<file path="config.mk">
export PLATFORM = sky130hd
export DESIGN_NAME = block_dct_8x8
export DESIGN_NICKNAME = d
export VERILOG_FILES = /design/src/hdl/dct_pkg.sv /design/src/hdl/dct_ram.sv /design/src/hdl/dct_front.sv /design/src/hdl/dct_back.sv /design/src/hdl/block_dct_8x8.sv
export SDC_FILE = /design/constraint.sdc
export NUM_CORES = 2
export LEC_CHECK = 0
export BUFFER_PORTS_ARGS = -buffer_cell sky130_fd_sc_hd__buf_2
export CAP_MARGIN = 20
export CORE_ASPECT_RATIO = 2
export CORE_MARGIN = 1
export CORE_UTILIZATION = 45
export CTS_BUF_LIST = sky130_fd_sc_hd__clkbuf_2 sky130_fd_sc_hd__clkbuf_4 sky130_fd_sc_hd__clkbuf_8
export CTS_CLUSTER_DIAMETER = 200
export DETAILED_ROUTE_END_ITERATION = 12
export PLACE_DENSITY = 0.64
export SYNTH_ARGS = -nofsm -noshare
export SYNTH_HDL_FRONTEND = slang
export SYNTH_SLANG_ARGS = --single-unit
</file>
<file path="constraint.sdc">
create_clock -name clk -period 10.4 [get_ports clk]
set_clock_uncertainty 0.1 [all_clocks]
set_input_delay 1.04 -clock clk [delete_from_list [all_inputs] [get_ports clk]]
set_output_delay 1.04 -clock clk [all_outputs]
set_load 0.05 [all_outputs]
</file>
<file path="src/hdl/dct_pkg.sv">
`timescale 1ns / 1ps
package dct_pkg;
	localparam int N = 8;
	localparam int AREA = N * N;
	localparam int IDX_W = 6;
	localparam int SAMPLE_W = 8;
	localparam int COEF_W = 16;
	localparam int FRAC_BITS = 4;

	// Q1.14 basis constants, row k, column x
	function automatic logic signed [15:0] basis(input logic [2:0] k, input logic [2:0] x);
		logic signed [15:0] t [0:7][0:7];
		t[0] = '{16'sd11585, 16'sd11585, 16'sd11585, 16'sd11585,
			16'sd11585, 16'sd11585, 16'sd11585, 16'sd11585};
		t[1] = '{16'sd16069, 16'sd13623, 16'sd9102, 16'sd3196,
			-16'sd3196, -16'sd9102, -16'sd13623, -16'sd16069};
		t[2] = '{16'sd15137, 16'sd6270, -16'sd6270, -16'sd15137,
			-16'sd15137, -16'sd6270, 16'sd6270, 16'sd15137};
		t[3] = '{16'sd13623, -16'sd3196, -16'sd16069, -16'sd9102,
			16'sd9102, 16'sd16069, 16'sd3196, -16'sd13623};
		t[4] = '{16'sd11585, -16'sd11585, -16'sd11585, 16'sd11585,
			16'sd11585, -16'sd11585, -16'sd11585, 16'sd11585};
		t[5] = '{16'sd9102, -16'sd16069, 16'sd3196, 16'sd13623,
			-16'sd13623, -16'sd3196, 16'sd16069, -16'sd9102};
		t[6] = '{16'sd6270, -16'sd15137, 16'sd15137, -16'sd6270,
			-16'sd6270, 16'sd15137, -16'sd15137, 16'sd6270};
		t[7] = '{16'sd3196, -16'sd9102, 16'sd13623, -16'sd16069,
			16'sd16069, -16'sd13623, 16'sd9102, -16'sd3196};
		return t[k][x];
	endfunction

	// request passed from front to back: which buffer holds a full block
	typedef struct packed {
		logic bank;
	} blk_req_t;
endpackage

</file>
<file path="src/hdl/dct_ram.sv">
`timescale 1ns / 1ps
module dct_ram #(
	parameter int WIDTH = 8,
	parameter int DEPTH = 128
) (
	input  logic                     clk,
	input  logic                     we,
	input  logic [$clog2(DEPTH)-1:0] waddr,
	input  logic [WIDTH-1:0]         wdata,
	input  logic [$clog2(DEPTH)-1:0] raddr,
	output logic [WIDTH-1:0]         rdata
);
	logic [WIDTH-1:0] mem_q [0:DEPTH-1];

	// one write, one registered read
	always_ff @(posedge clk) begin
		if (we)
			mem_q[waddr] <= wdata;
		rdata <= mem_q[raddr];
	end
endmodule

</file>
<file path="src/hdl/dct_front.sv">
`timescale 1ns / 1ps
module dct_front (
	input  logic                              clk,
	input  logic                              arst_n,
	input  logic                              push,
	input  logic [dct_pkg::SAMPLE_W-1:0]      sample,
	output logic                              full,
	output logic                              we,
	output logic [dct_pkg::IDX_W:0]           waddr,
	output logic [dct_pkg::SAMPLE_W-1:0]      wdata,
	output logic                              blk_valid,
	output dct_pkg::blk_req_t                 blk_req,
	input  logic                              blk_take,
	input  logic                              bank_free
);
	logic [dct_pkg::IDX_W-1:0] count_q;
	logic                      bank_q;
	logic                      acc;

	// stall while the bank being filled is still owned by the back part
	assign full = !bank_free;
	assign acc = push && !full;
	assign we = acc;
	assign waddr = {bank_q, count_q};
	assign wdata = sample;

	// sample counter, bank toggles after each complete block
	always_ff @(posedge clk or negedge arst_n) begin
		if (!arst_n) begin
			count_q <= '0;
			bank_q <= 1'b0;
		end else if (acc) begin
			count_q <= count_q + 1'b1;
			if (count_q == dct_pkg::IDX_W'(dct_pkg::AREA - 1))
				bank_q <= !bank_q;
		end
	end

	// two-entry request queue of completed banks
	logic [1:0] qv_q;
	logic [1:0] qb_q;
	logic [1:0] qv_d;
	logic [1:0] qb_d;
	logic       done;
	assign done = acc && (count_q == dct_pkg::IDX_W'(dct_pkg::AREA - 1));
	assign blk_valid = qv_q[0];
	assign blk_req.bank = qb_q[0];

	// shift out on take, then append a finished bank
	always_comb begin
		qv_d = qv_q;
		qb_d = qb_q;
		if (blk_take) begin
			qv_d = {1'b0, qv_q[1]};
			qb_d = {1'b0, qb_q[1]};
		end
		if (done) begin
			if (qv_d[0]) begin
				qv_d[1] = 1'b1;
				qb_d[1] = bank_q;
			end else begin
				qv_d[0] = 1'b1;
				qb_d[0] = bank_q;
			end
		end
	end

	always_ff @(posedge clk or negedge arst_n) begin
		if (!arst_n) begin
			qv_q <= '0;
			qb_q <= '0;
		end else begin
			qv_q <= qv_d;
			qb_q <= qb_d;
		end
	end
endmodule

</file>
<file path="src/hdl/dct_back.sv">
`timescale 1ns / 1ps
module dct_back (
	input  logic                              clk,
	input  logic                              arst_n,
	input  logic                              blk_valid,
	input  dct_pkg::blk_req_t                 blk_req,
	output logic                              blk_take,
	output logic [dct_pkg::IDX_W:0]           raddr,
	input  logic [dct_pkg::SAMPLE_W-1:0]      rdata,
	output logic                              res_valid,
	output logic [dct_pkg::COEF_W-1:0]        res_coef,
	output logic [dct_pkg::IDX_W-1:0]         res_idx,
	output logic                              res_last,
	input  logic                              res_ready
);
	typedef enum logic [2:0] {
		ST_IDLE = 3'b001,
		ST_RUN  = 3'b010,
		ST_OUT  = 3'b100
	} state_t;

	state_t                    state_q;
	logic                      bank_q;
	logic [dct_pkg::IDX_W-1:0] uv_q;
	logic [dct_pkg::IDX_W:0]   xy_q;   // sweep counter with one extra step
	logic                      rd_s1;
	logic signed [40:0]        prod_s2;
	logic                      p_s2;
	logic signed [47:0]        acc_q;
	logic                      fin_q;
	logic                      load;

	logic [2:0] u, v, x, y;
	assign u = uv_q[5:3];
	assign v = uv_q[2:0];
	assign x = xy_q[5:3];
	assign y = xy_q[2:0];
	assign raddr = {bank_q, xy_q[5:0]};
	assign blk_take = (state_q == ST_IDLE) && blk_valid;
	assign load = (state_q == ST_OUT) && (!res_valid || res_ready);

	// combined basis weight for this sample, Q2.28
	logic signed [31:0] w_s1;
	always_ff @(posedge clk) begin
		w_s1 <= 32'(dct_pkg::basis(u, x)) * 32'(dct_pkg::basis(v, y));
	end

	// rounding and saturation of the finished sum
	logic signed [47:0] num, mag, q;
	always_comb begin
		num = acc_q <<< (dct_pkg::FRAC_BITS + 1);
		mag = num[47] ? -num : num;
		q = (mag + 48'sd1073741824) >>> 31;
		if (num[47])
			q = -q;
		if (q > 48'sd32767)
			q = 48'sd32767;
		else if (q < -48'sd32768)
			q = -48'sd32768;
	end

	always_ff @(posedge clk or negedge arst_n) begin
		if (!arst_n) begin
			state_q <= ST_IDLE;
			rd_s1 <= 1'b0;
			p_s2 <= 1'b0;
			fin_q <= 1'b0;
			res_valid <= 1'b0;
		end else begin
			rd_s1 <= (state_q == ST_RUN) && !xy_q[6];
			p_s2 <= rd_s1;
			fin_q <= (state_q == ST_RUN) && xy_q[6] && !rd_s1 && !p_s2 && !fin_q;
			if (load)
				res_valid <= 1'b1;
			else if (res_valid && res_ready)
				res_valid <= 1'b0;
			case (state_q)
				ST_IDLE: begin
					if (blk_valid)
						state_q <= ST_RUN;
				end
				ST_RUN: begin
					if (fin_q)
						state_q <= ST_OUT;
				end
				ST_OUT: begin
					if (load)
						state_q <= (uv_q == dct_pkg::IDX_W'(dct_pkg::AREA - 1)) ?
							ST_IDLE : ST_RUN;
				end
				default: state_q <= ST_IDLE;
			endcase
		end
	end

	// datapath: sweep, multiply, accumulate
	always_ff @(posedge clk) begin
		prod_s2 <= 41'($signed({1'b0, rdata})) * 41'(w_s1);
		if (p_s2)
			acc_q <= acc_q + 48'(prod_s2);
		case (state_q)
			ST_IDLE: begin
				bank_q <= blk_req.bank;
				uv_q <= '0;
				xy_q <= '0;
				acc_q <= '0;
			end
			ST_RUN: begin
				if (!xy_q[6])
					xy_q <= xy_q + 1'b1;
			end
			ST_OUT: begin
				if (load) begin
					res_coef <= q[15:0];
					res_idx <= uv_q;
					res_last <= (uv_q == dct_pkg::IDX_W'(dct_pkg::AREA - 1));
					uv_q <= uv_q + 1'b1;
					xy_q <= '0;
					acc_q <= '0;
				end
			end
			default: ;
		endcase
	end
endmodule

</file>
<file path="src/hdl/block_dct_8x8.sv">
`timescale 1ns / 1ps
// Forward 8x8 DCT-II. Push 64 unsigned samples in row-major order; after the
// last one the 64 coefficients (signed, 4 fraction bits, rounded, saturated)
// come out in row-major order with block_last on the final one. Samples go
// into a double-buffered store, so the next block loads while the previous
// one is transformed. Each coefficient is computed in the single
// multiply-accumulate unit, which reads the 64 stored samples, drains its
// pipeline and then loads the result; a result left waiting holds the unit.
// full is raised when both buffers hold blocks whose coefficients have not
// all been taken.
module block_dct_8x8 (
	input  logic                         clk,
	input  logic                         arst_n,
	input  logic                         push,
	output logic                         full,
	input  logic [7:0]                   sample,
	output logic                         empty,
	input  logic                         pop,
	output logic signed [15:0]           coefficient,
	output logic [5:0]                   coef_index,
	output logic                         block_last
);
	logic                  we, blk_valid, blk_take, res_valid, bank_free;
	logic [6:0]            waddr, raddr;
	logic [7:0]            wdata, rdata;
	logic [15:0]           coef;
	dct_pkg::blk_req_t     blk_req;
	logic [1:0]            pend_q;

	// count of banks owned by the back part or waiting for it
	always_ff @(posedge clk or negedge arst_n) begin
		if (!arst_n)
			pend_q <= '0;
		else
			pend_q <= pend_q + 2'(we && waddr[5:0] == 6'd63)
				- 2'(res_valid && pop && block_last);
	end
	assign bank_free = (pend_q != 2'd2);

	dct_front u_front (
		.clk, .arst_n, .push, .sample, .full, .we, .waddr, .wdata,
		.blk_valid, .blk_req, .blk_take, .bank_free
	);

	dct_ram #(.WIDTH(dct_pkg::SAMPLE_W), .DEPTH(2 * dct_pkg::AREA)) u_ram (
		.clk, .we, .waddr, .wdata, .raddr, .rdata
	);

	dct_back u_back (
		.clk, .arst_n, .blk_valid, .blk_req, .blk_take, .raddr, .rdata,
		.res_valid, .res_coef(coef), .res_idx(coef_index), .res_last(block_last),
		.res_ready(pop)
	);

	assign empty = !res_valid;
	assign coefficient = $signed(coef);
endmodule
</file>
== Word level (Yosys, flattened, before mapping) ==
Memories as Yosys holds them, arrays and structs flattened. A register that Yosys moved wholly into a read port is not among the register bits.
Cells that the tools add are included.
Word-level totals
  memory bits (read-only): 2048
  memory bits (writable): 1024
  input bits: 12
  logic and storage cells: 119
  bits in registers: 178
  bits in latches: 0
  memories kept: 3
  output and inout bits: 25
Memories
  (no name shown): depth 8, width 128, rd ports 1, clocked after Yosys merged registers in 0, write ports 0, line dct_pkg.sv:29  | return t[k][x];
  (no name shown): depth 8, width 128, rd ports 1, clocked after Yosys merged registers in 0, write ports 0, line dct_pkg.sv:29
  u_ram.mem_q: depth 128, width 8, rd ports 1, clocked after Yosys merged registers in 1, write ports 1, line dct_ram.sv:13  | logic [WIDTH-1:0] mem_q [0:DEPTH-1];
Operators by class
  shift operators: 0
  multiply operators: 2
  bitwise gates (word level): 4
  mux-type cells: 37
  magnitude comparators: 6
  equal/unequal tests: 10
  add/sub/neg operators: 9
  reduce and logical (&&, ||, !) cells: 28
  divide/modulo/power cells: 0
Operator list (number)
  128-bit two-way mux: 4
  48-bit two-way mux: 4
  16-bit binary-select mux with 3-bit select: 2
  48-bit one-hot mux with 2 select lines: 1
  16-bit two-way mux: 5
  48-bit by 32-bit adder with 48-bit output, second input constant: 1
  48-bit by 41-bit adder with 48-bit output: 1
  48-bit by 16-bit greater-than comparator with 1-bit output, second input constant: 1
  48-bit by 16-bit less-than comparator with 1-bit output, second input constant: 1
  17-bit negator with 48-bit output: 1
  48-bit negator: 1
  9-bit by 32-bit multiplier with 41-bit output: 1
  16-bit by 16-bit multiplier with 32-bit output: 1
  7-bit one-hot mux with 3 select lines: 1
  4-bit greater-or-equal comparator, second input constant: 4
  3-bit NOT with 4-bit output: 4
  7-bit two-way mux: 2
  6-bit by 1-bit adder with 6-bit output, second input constant: 2
  6-bit == test, second input constant: 2
  6-bit one-hot mux with 2 select lines: 1
  1-bit logical AND: 11
  2-bit two-way mux: 5
  3-bit two-way mux: 3
  3-bit one-hot mux with 3 select lines: 1
  16 further kinds: 36

== Longest topological paths before layout ==
  word-level depth: 8
  depth in mapped cells: 37
  mapped depth without buffers: 34

== Modules after synthesis ==
A second synthesis with hierarchy kept.
Unflattened totals
  cell total of the unflattened synthesis: 5169
  area total of the unflattened synthesis: 69844.5 µm²
By module, submodules not included
  dct_ram: seq. area each 30909.6 µm², cells each 1635, area an instance 39665.5 µm², times used 1
  dct_back: seq. area each 3609.7 µm², cells each 3470, area an instance 29469.5 µm², times used 1
  dct_front: seq. area each 275.3 µm², cells each 52, area an instance 580.6 µm², times used 1
  block_dct_8x8: seq. area each 50.0 µm², cells each 12, area an instance 128.9 µm², times used 1

== Worst setup path after synthesis ==
OpenSTA, ideal clock, no wires.
  kind: register to register
  start point: register u_back.xy_q[0] in the netlist's numbering
  end point: register u_back.w_s1[31]
  arrival: 8.625 ns
  period minus slack after synthesis: 8.797 ns
  setup time: 0.072 ns
  path buffers: 7
  setup slack: 1.603 ns
  data required time: 10.228 ns
  stages on the path, launching flop included: 35
  cells stage by stage: edfxtp_1 clkbuf_1 buf_2 buf_1 clkbuf_1 clkbuf_1 clkbuf_1 nand3_1 o311ai_0 o21ai_0 a21oi_1 clkbuf_1 nor2_1 fa_1 inv_1 fa_1 fa_1 fa_1 inv_1 fa_1 inv_1 fa_1 inv_1 ha_1 a21oi_1 o21ai_0 a21oi_1 o22a_1 a21oi_1 a211o_1 o211a_1 or3_1 a41o_1 a21oi_1 xnor2_1
On the way
  cells in the longest elaborated chain, start to end: 5
RTL lines
  start, declared: line dct_back.sv:25  | logic [dct_pkg::IDX_W:0] xy_q;
  start signal, assigned: line dct_back.sv:110  | xy_q <= xy_q + 1'b1;
  3-bit NOT with 4-bit output (implied by the code): line dct_pkg.sv:29
  16-bit binary-select mux with 3-bit select: line dct_pkg.sv:29
  16-bit two-way mux (implied by the code) (2 in series): line dct_pkg.sv:29
  16-bit by 16-bit multiplier with 32-bit output: line dct_back.sv:45  | w_s1 <= 32'(dct_pkg::basis(u, x)) * 32'(dct_pkg::basis(v, y));
  end signal, assigned: line dct_back.sv:45
  end, declared: line dct_back.sv:43  | logic signed [31:0] w_s1;
Every way passes these cells. The select of a mux whose other input is x is not followed.
A chain may end at the register's enable or synchronous reset.

== Worst setup path in the final report ==
  start point: register u_back.uv_q[3] in the netlist's numbering
  end point: register u_back.w_s1[31]
On the way
  cells in the longest elaborated chain, start to end: 8
RTL lines
  start, declared: line dct_back.sv:24  | logic [dct_pkg::IDX_W-1:0] uv_q;
  start signal, assigned: line dct_back.sv:117  | uv_q <= uv_q + 1'b1;
  3-bit NOT with 4-bit output (implied by the code): line dct_pkg.sv:29
  memory 8 x 128 bit
  128-bit two-way mux (implied by the code) (2 in series): line dct_pkg.sv:29
  16-bit binary-select mux with 3-bit select: line dct_pkg.sv:29
  16-bit two-way mux (implied by the code) (2 in series): line dct_pkg.sv:29
  16-bit by 16-bit multiplier with 32-bit output: line dct_back.sv:45
Every way passes these cells. The select of a mux whose other input is x is not followed.

==> out/summary.log <==
INFO  run_status     outcome=complete, no violations
INFO  detailed_routing viasPerCell=5.63
INFO  clock_tree     cts_post_setup_buffers_inserted=0
INFO  critical_path  cp-start-kind=flop
INFO  critical_path  crit_path_frequent_cell=sky130_fd_sc_hd__fa_1
INFO  finish         layout.cells.most_common=sky130_fd_sc_hd__edfxtp_1
INFO  timing         fin_tns_setup=0ps
INFO  floorplanning  die_w=280um
INFO  yosys          number_of_distinct_library_cells_after_synthesis=100
INFO  critical_path  timing.critical_path.slowest_cell_delay=830ps
INFO  timing         fin_crit=9430ps
INFO  global_route   grt_first_pass_wirelength=271000um
INFO  critical_path  cp.arrival=10080ps
INFO  critical_path  type_of_the_worst_setup_path=reg2reg
INFO  timing         period_share=90.6%
INFO  detailed_routing postRouteAntennaNets=0
INFO  critical_path  cpMaxStageDelayCell=sky130_fd_sc_hd__edfxtp_1
INFO  placement      routabilityCongestion=0.953
INFO  power          design_power_total=0.0117W
INFO  global_route   antenna_found_initial=3
INFO  floorplanning  io-pin-count=37
INFO  detailed_routing wirelength=180000um
INFO  finish         area_added_between_synthesis_and_finish=8.54%
INFO  finish         num-nets-final=5890
INFO  detailed_routing routed_wire_length_per_instance=24.4um
INFO  critical_path  reg2reg_setup_slack=970ps
INFO  finish         final_design_area_no_fill=0.0757sqmm
INFO  yosys          async_reset_ff_share=1.66%
INFO  floorplanning  standard_cell_rows=204
INFO  clock_tree     ctsHtreeMaxLevel=4
INFO  detailed_routing remaining_routing_drc_violations=0
INFO  detailed_routing initialDrtViolationCount=2345
INFO  global_route   grt_start_max_net_pins=140
INFO  clock_tree     cts_buffer_depth=4
INFO  global_route   grt_overflow=0
INFO  floorplanning  die_height=559um
INFO  critical_path  worst-r2r-cell-count=29
INFO  floorplanning  design.core.area=0.154sqmm
INFO  critical_path  critical_register_to_register_path_startpoint=u_back.uv_q[3]
INFO  critical_path  path_max_fanout=17
INFO  placement      hpwl=131000um
INFO  timing         tightestPinTransition=1110ps
INFO  clock_tree     root_buffer=sky130_fd_sc_hd__clkbuf_8
INFO  yosys          synth-seq-cells=1205
INFO  power          worst_ir_drop_vdd=115uV
INFO  yosys          post_synth_instance_area=0.0697sqmm
INFO  finish         finish.utilization=49.1%
INFO  power          p_per_area=154mW/mm^2
INFO  power          leakage=29.2nW
INFO  yosys          syn_nets=5844
INFO  clock_tree     cts_resized=0
INFO  timing         grt_setup_unrepaired=false
INFO  timing         max_clock_freq=106MHz
INFO  worst_hold_path holdCritPathClass=in2async
INFO  flow_run       max_cap_viol_count=0
INFO  finish         final_cell_mix=sky130_fd_sc_hd__edfxtp_1, sky130_fd_sc_hd__inv_1, sky130_fd_sc_hd__nor2_1, sky130_fd_sc_hd__fa_1, sky130_fd_sc_hd__mux4_2
INFO  clock_tree     clock_insertion_delay_worst_skew=870ps
INFO  detailed_routing vias=41600
INFO  clock_tree     cts_tree=yes
INFO  clock_tree     tritoncts_num_sinks=1205
INFO  timing         finalHoldViolCount=0
INFO  placement      placedInstanceArea=0.0721sqmm
INFO  critical_path  r2r-end=u_back.w_s1[31]
INFO  clock_tree     numCtsBuffers=177
INFO  critical_path  critical_path_required=11060ps
INFO  global_route   grtUsageTotal=23.4%
INFO  yosys          mapped_cells=5142
INFO  global_route   via_count_of_the_first_global_routing_pass=44500
INFO  yosys          postSynthAreaPerCell=13.6squm
INFO  detailed_routing drt_pre_antenna_iters=5
INFO  clock_tree     cts.hold.buffers_added=0
INFO  timing         timing.slew.headroom=26.0%
INFO  floorplanning  die-area=0.157sqmm
INFO  timing         final_max_slew_viol_count=0
INFO  yosys          synth_enable_flop_cells=1061
INFO  placement      placement.io_buffers=36
INFO  yosys          synth_flop_cell=sky130_fd_sc_hd__edfxtp_1
INFO  floorplanning  floorplan.initialDensity=45.2%
INFO  timing         finalSetupViolCount=0
INFO  finish         drive_above_1_share=15.4%
INFO  critical_path  worst_setup_path_end_kind=flop
INFO  clock_tree     clkSlewWorstSetupHoldPaths=80ps
INFO  yosys          yosysWarnings=0
INFO  yosys          yosysSeqAreaShare=50.0%
-- where the power goes --
group	switching, W	total, W	internal, W
clock network	0.00182	0.00391	0.00209
logic	0.00124	0.00206	0.000826
registers	0.000212	0.00567	0.00546
total	0.00327	0.0117	0.00838
-- final cells by class --
| type | instances | area, sq um |
|---|---|---|
| timing repair buffer | 105 | 731 |
| sequential | 1205 | 34800 |
| multi-input combinational | 3104 | 31700 |
| inverter | 595 | 2230 |
| tap | 2060 | 2580 |
| fill | 13500 | 78500 |
| clock inverter | 77 | 653 |
| clock buffer | 230 | 2890 |
| antenna | 3 | 7.51 |
-- synth_stat cells (all sizes together) (20+ instances only) --
cell    instances  area share (%)
a211oi         27            0.29
a21o           53            0.57
a21oi         174             1.3
and2          178             1.6
buf            56            0.35
clkbuf        182            0.98
dfxtp         124             3.6
edfxtp       1061              46
fa            452              13
ha            238             4.3
inv           590             3.2
mux2i          41            0.59
mux4          351              11
nand2         320             1.7
nand2b         37            0.33
nand3          59            0.45
nor2          473             2.6
nor2b          32            0.29
nor3           45            0.36
o21ai         136             1.0
o21bai         20            0.22
o31ai          22            0.26
or2            28            0.25
xnor2         117             1.5
xor2           36            0.46
-- worst max path at each step --
| stage | startpoint | end | slack, ps | depth (start not counted) |
|---|---|---|---|---|
| after floorplan | u_back.xy_q[0] | u_back.w_s1[31] | 1600 | 34 |
| after global placement | u_back.uv_q[3] | u_back.w_s1[31] | 1280 | 29 |
| after detailed placement | u_back.uv_q[3] | u_back.w_s1[31] | 1120 | 29 |
| after CTS | u_back.uv_q[3] | u_back.w_s1[31] | 1030 | 29 |
| after global routing | u_back.uv_q[3] | u_back.w_s1[30] | 430 | 30 |
| final | u_back.uv_q[3] | u_back.w_s1[31] | 970 | 29 |
-- layer usage --
layer	vias to the layer above	wire length, um	track usage (%)
met4	0	14900	17.1
met1	21400	55600	22.1
met5	-	0	0
li1	18400	-	-
met2	1171	103000	45.7
met3	556	6480	2.53
-- per-stage QoR --
step	setup WS, ps	hold slack (ps)	instances
floorplan	1600	255	5142
global placement	1280	264	7068
detailed placement	1120	281	7068
CTS	1030	20.2	7375
global route	429	78.4	7377
finish	974	74.1	7379
-- critical path, delay by kind of cell, from the launching register on --
kind,cells,cell delay [ps]
flip-flops,1,830
AND/OR/NAND/NOR,4,990
AO/OA/AOI/OAI,11,2820
buffers and inverters,5,520
XOR/XNOR,1,130
adder cells (fa/ha/maj),8,3900
-- cell families after synthesis --
group | share of synthesized area, %
compound gates | 5.52
xor+xnor | 1.98
fa+ha+maj | 17.3
buf+inv | 4.53
flops | 50.0
mux | 12.1
simple gates | 8.67
-- state kept, by name, summed over array words and instances, names as in the netlist, 3 cells and up --
register / flops
u_front.count_q: 6
u_back.uv_q: 6
u_ram.mem_q: 1024
u_back.w_s1: 32
u_back.xy_q: 7
u_ram.rdata: 8
u_back.state_q: 3
u_back.res_idx: 6
u_back.res_coef: 16
u_back.prod_s2: 41
u_back.acc_q: 43
No activity file was read; power rests on OpenSTA's default activity.
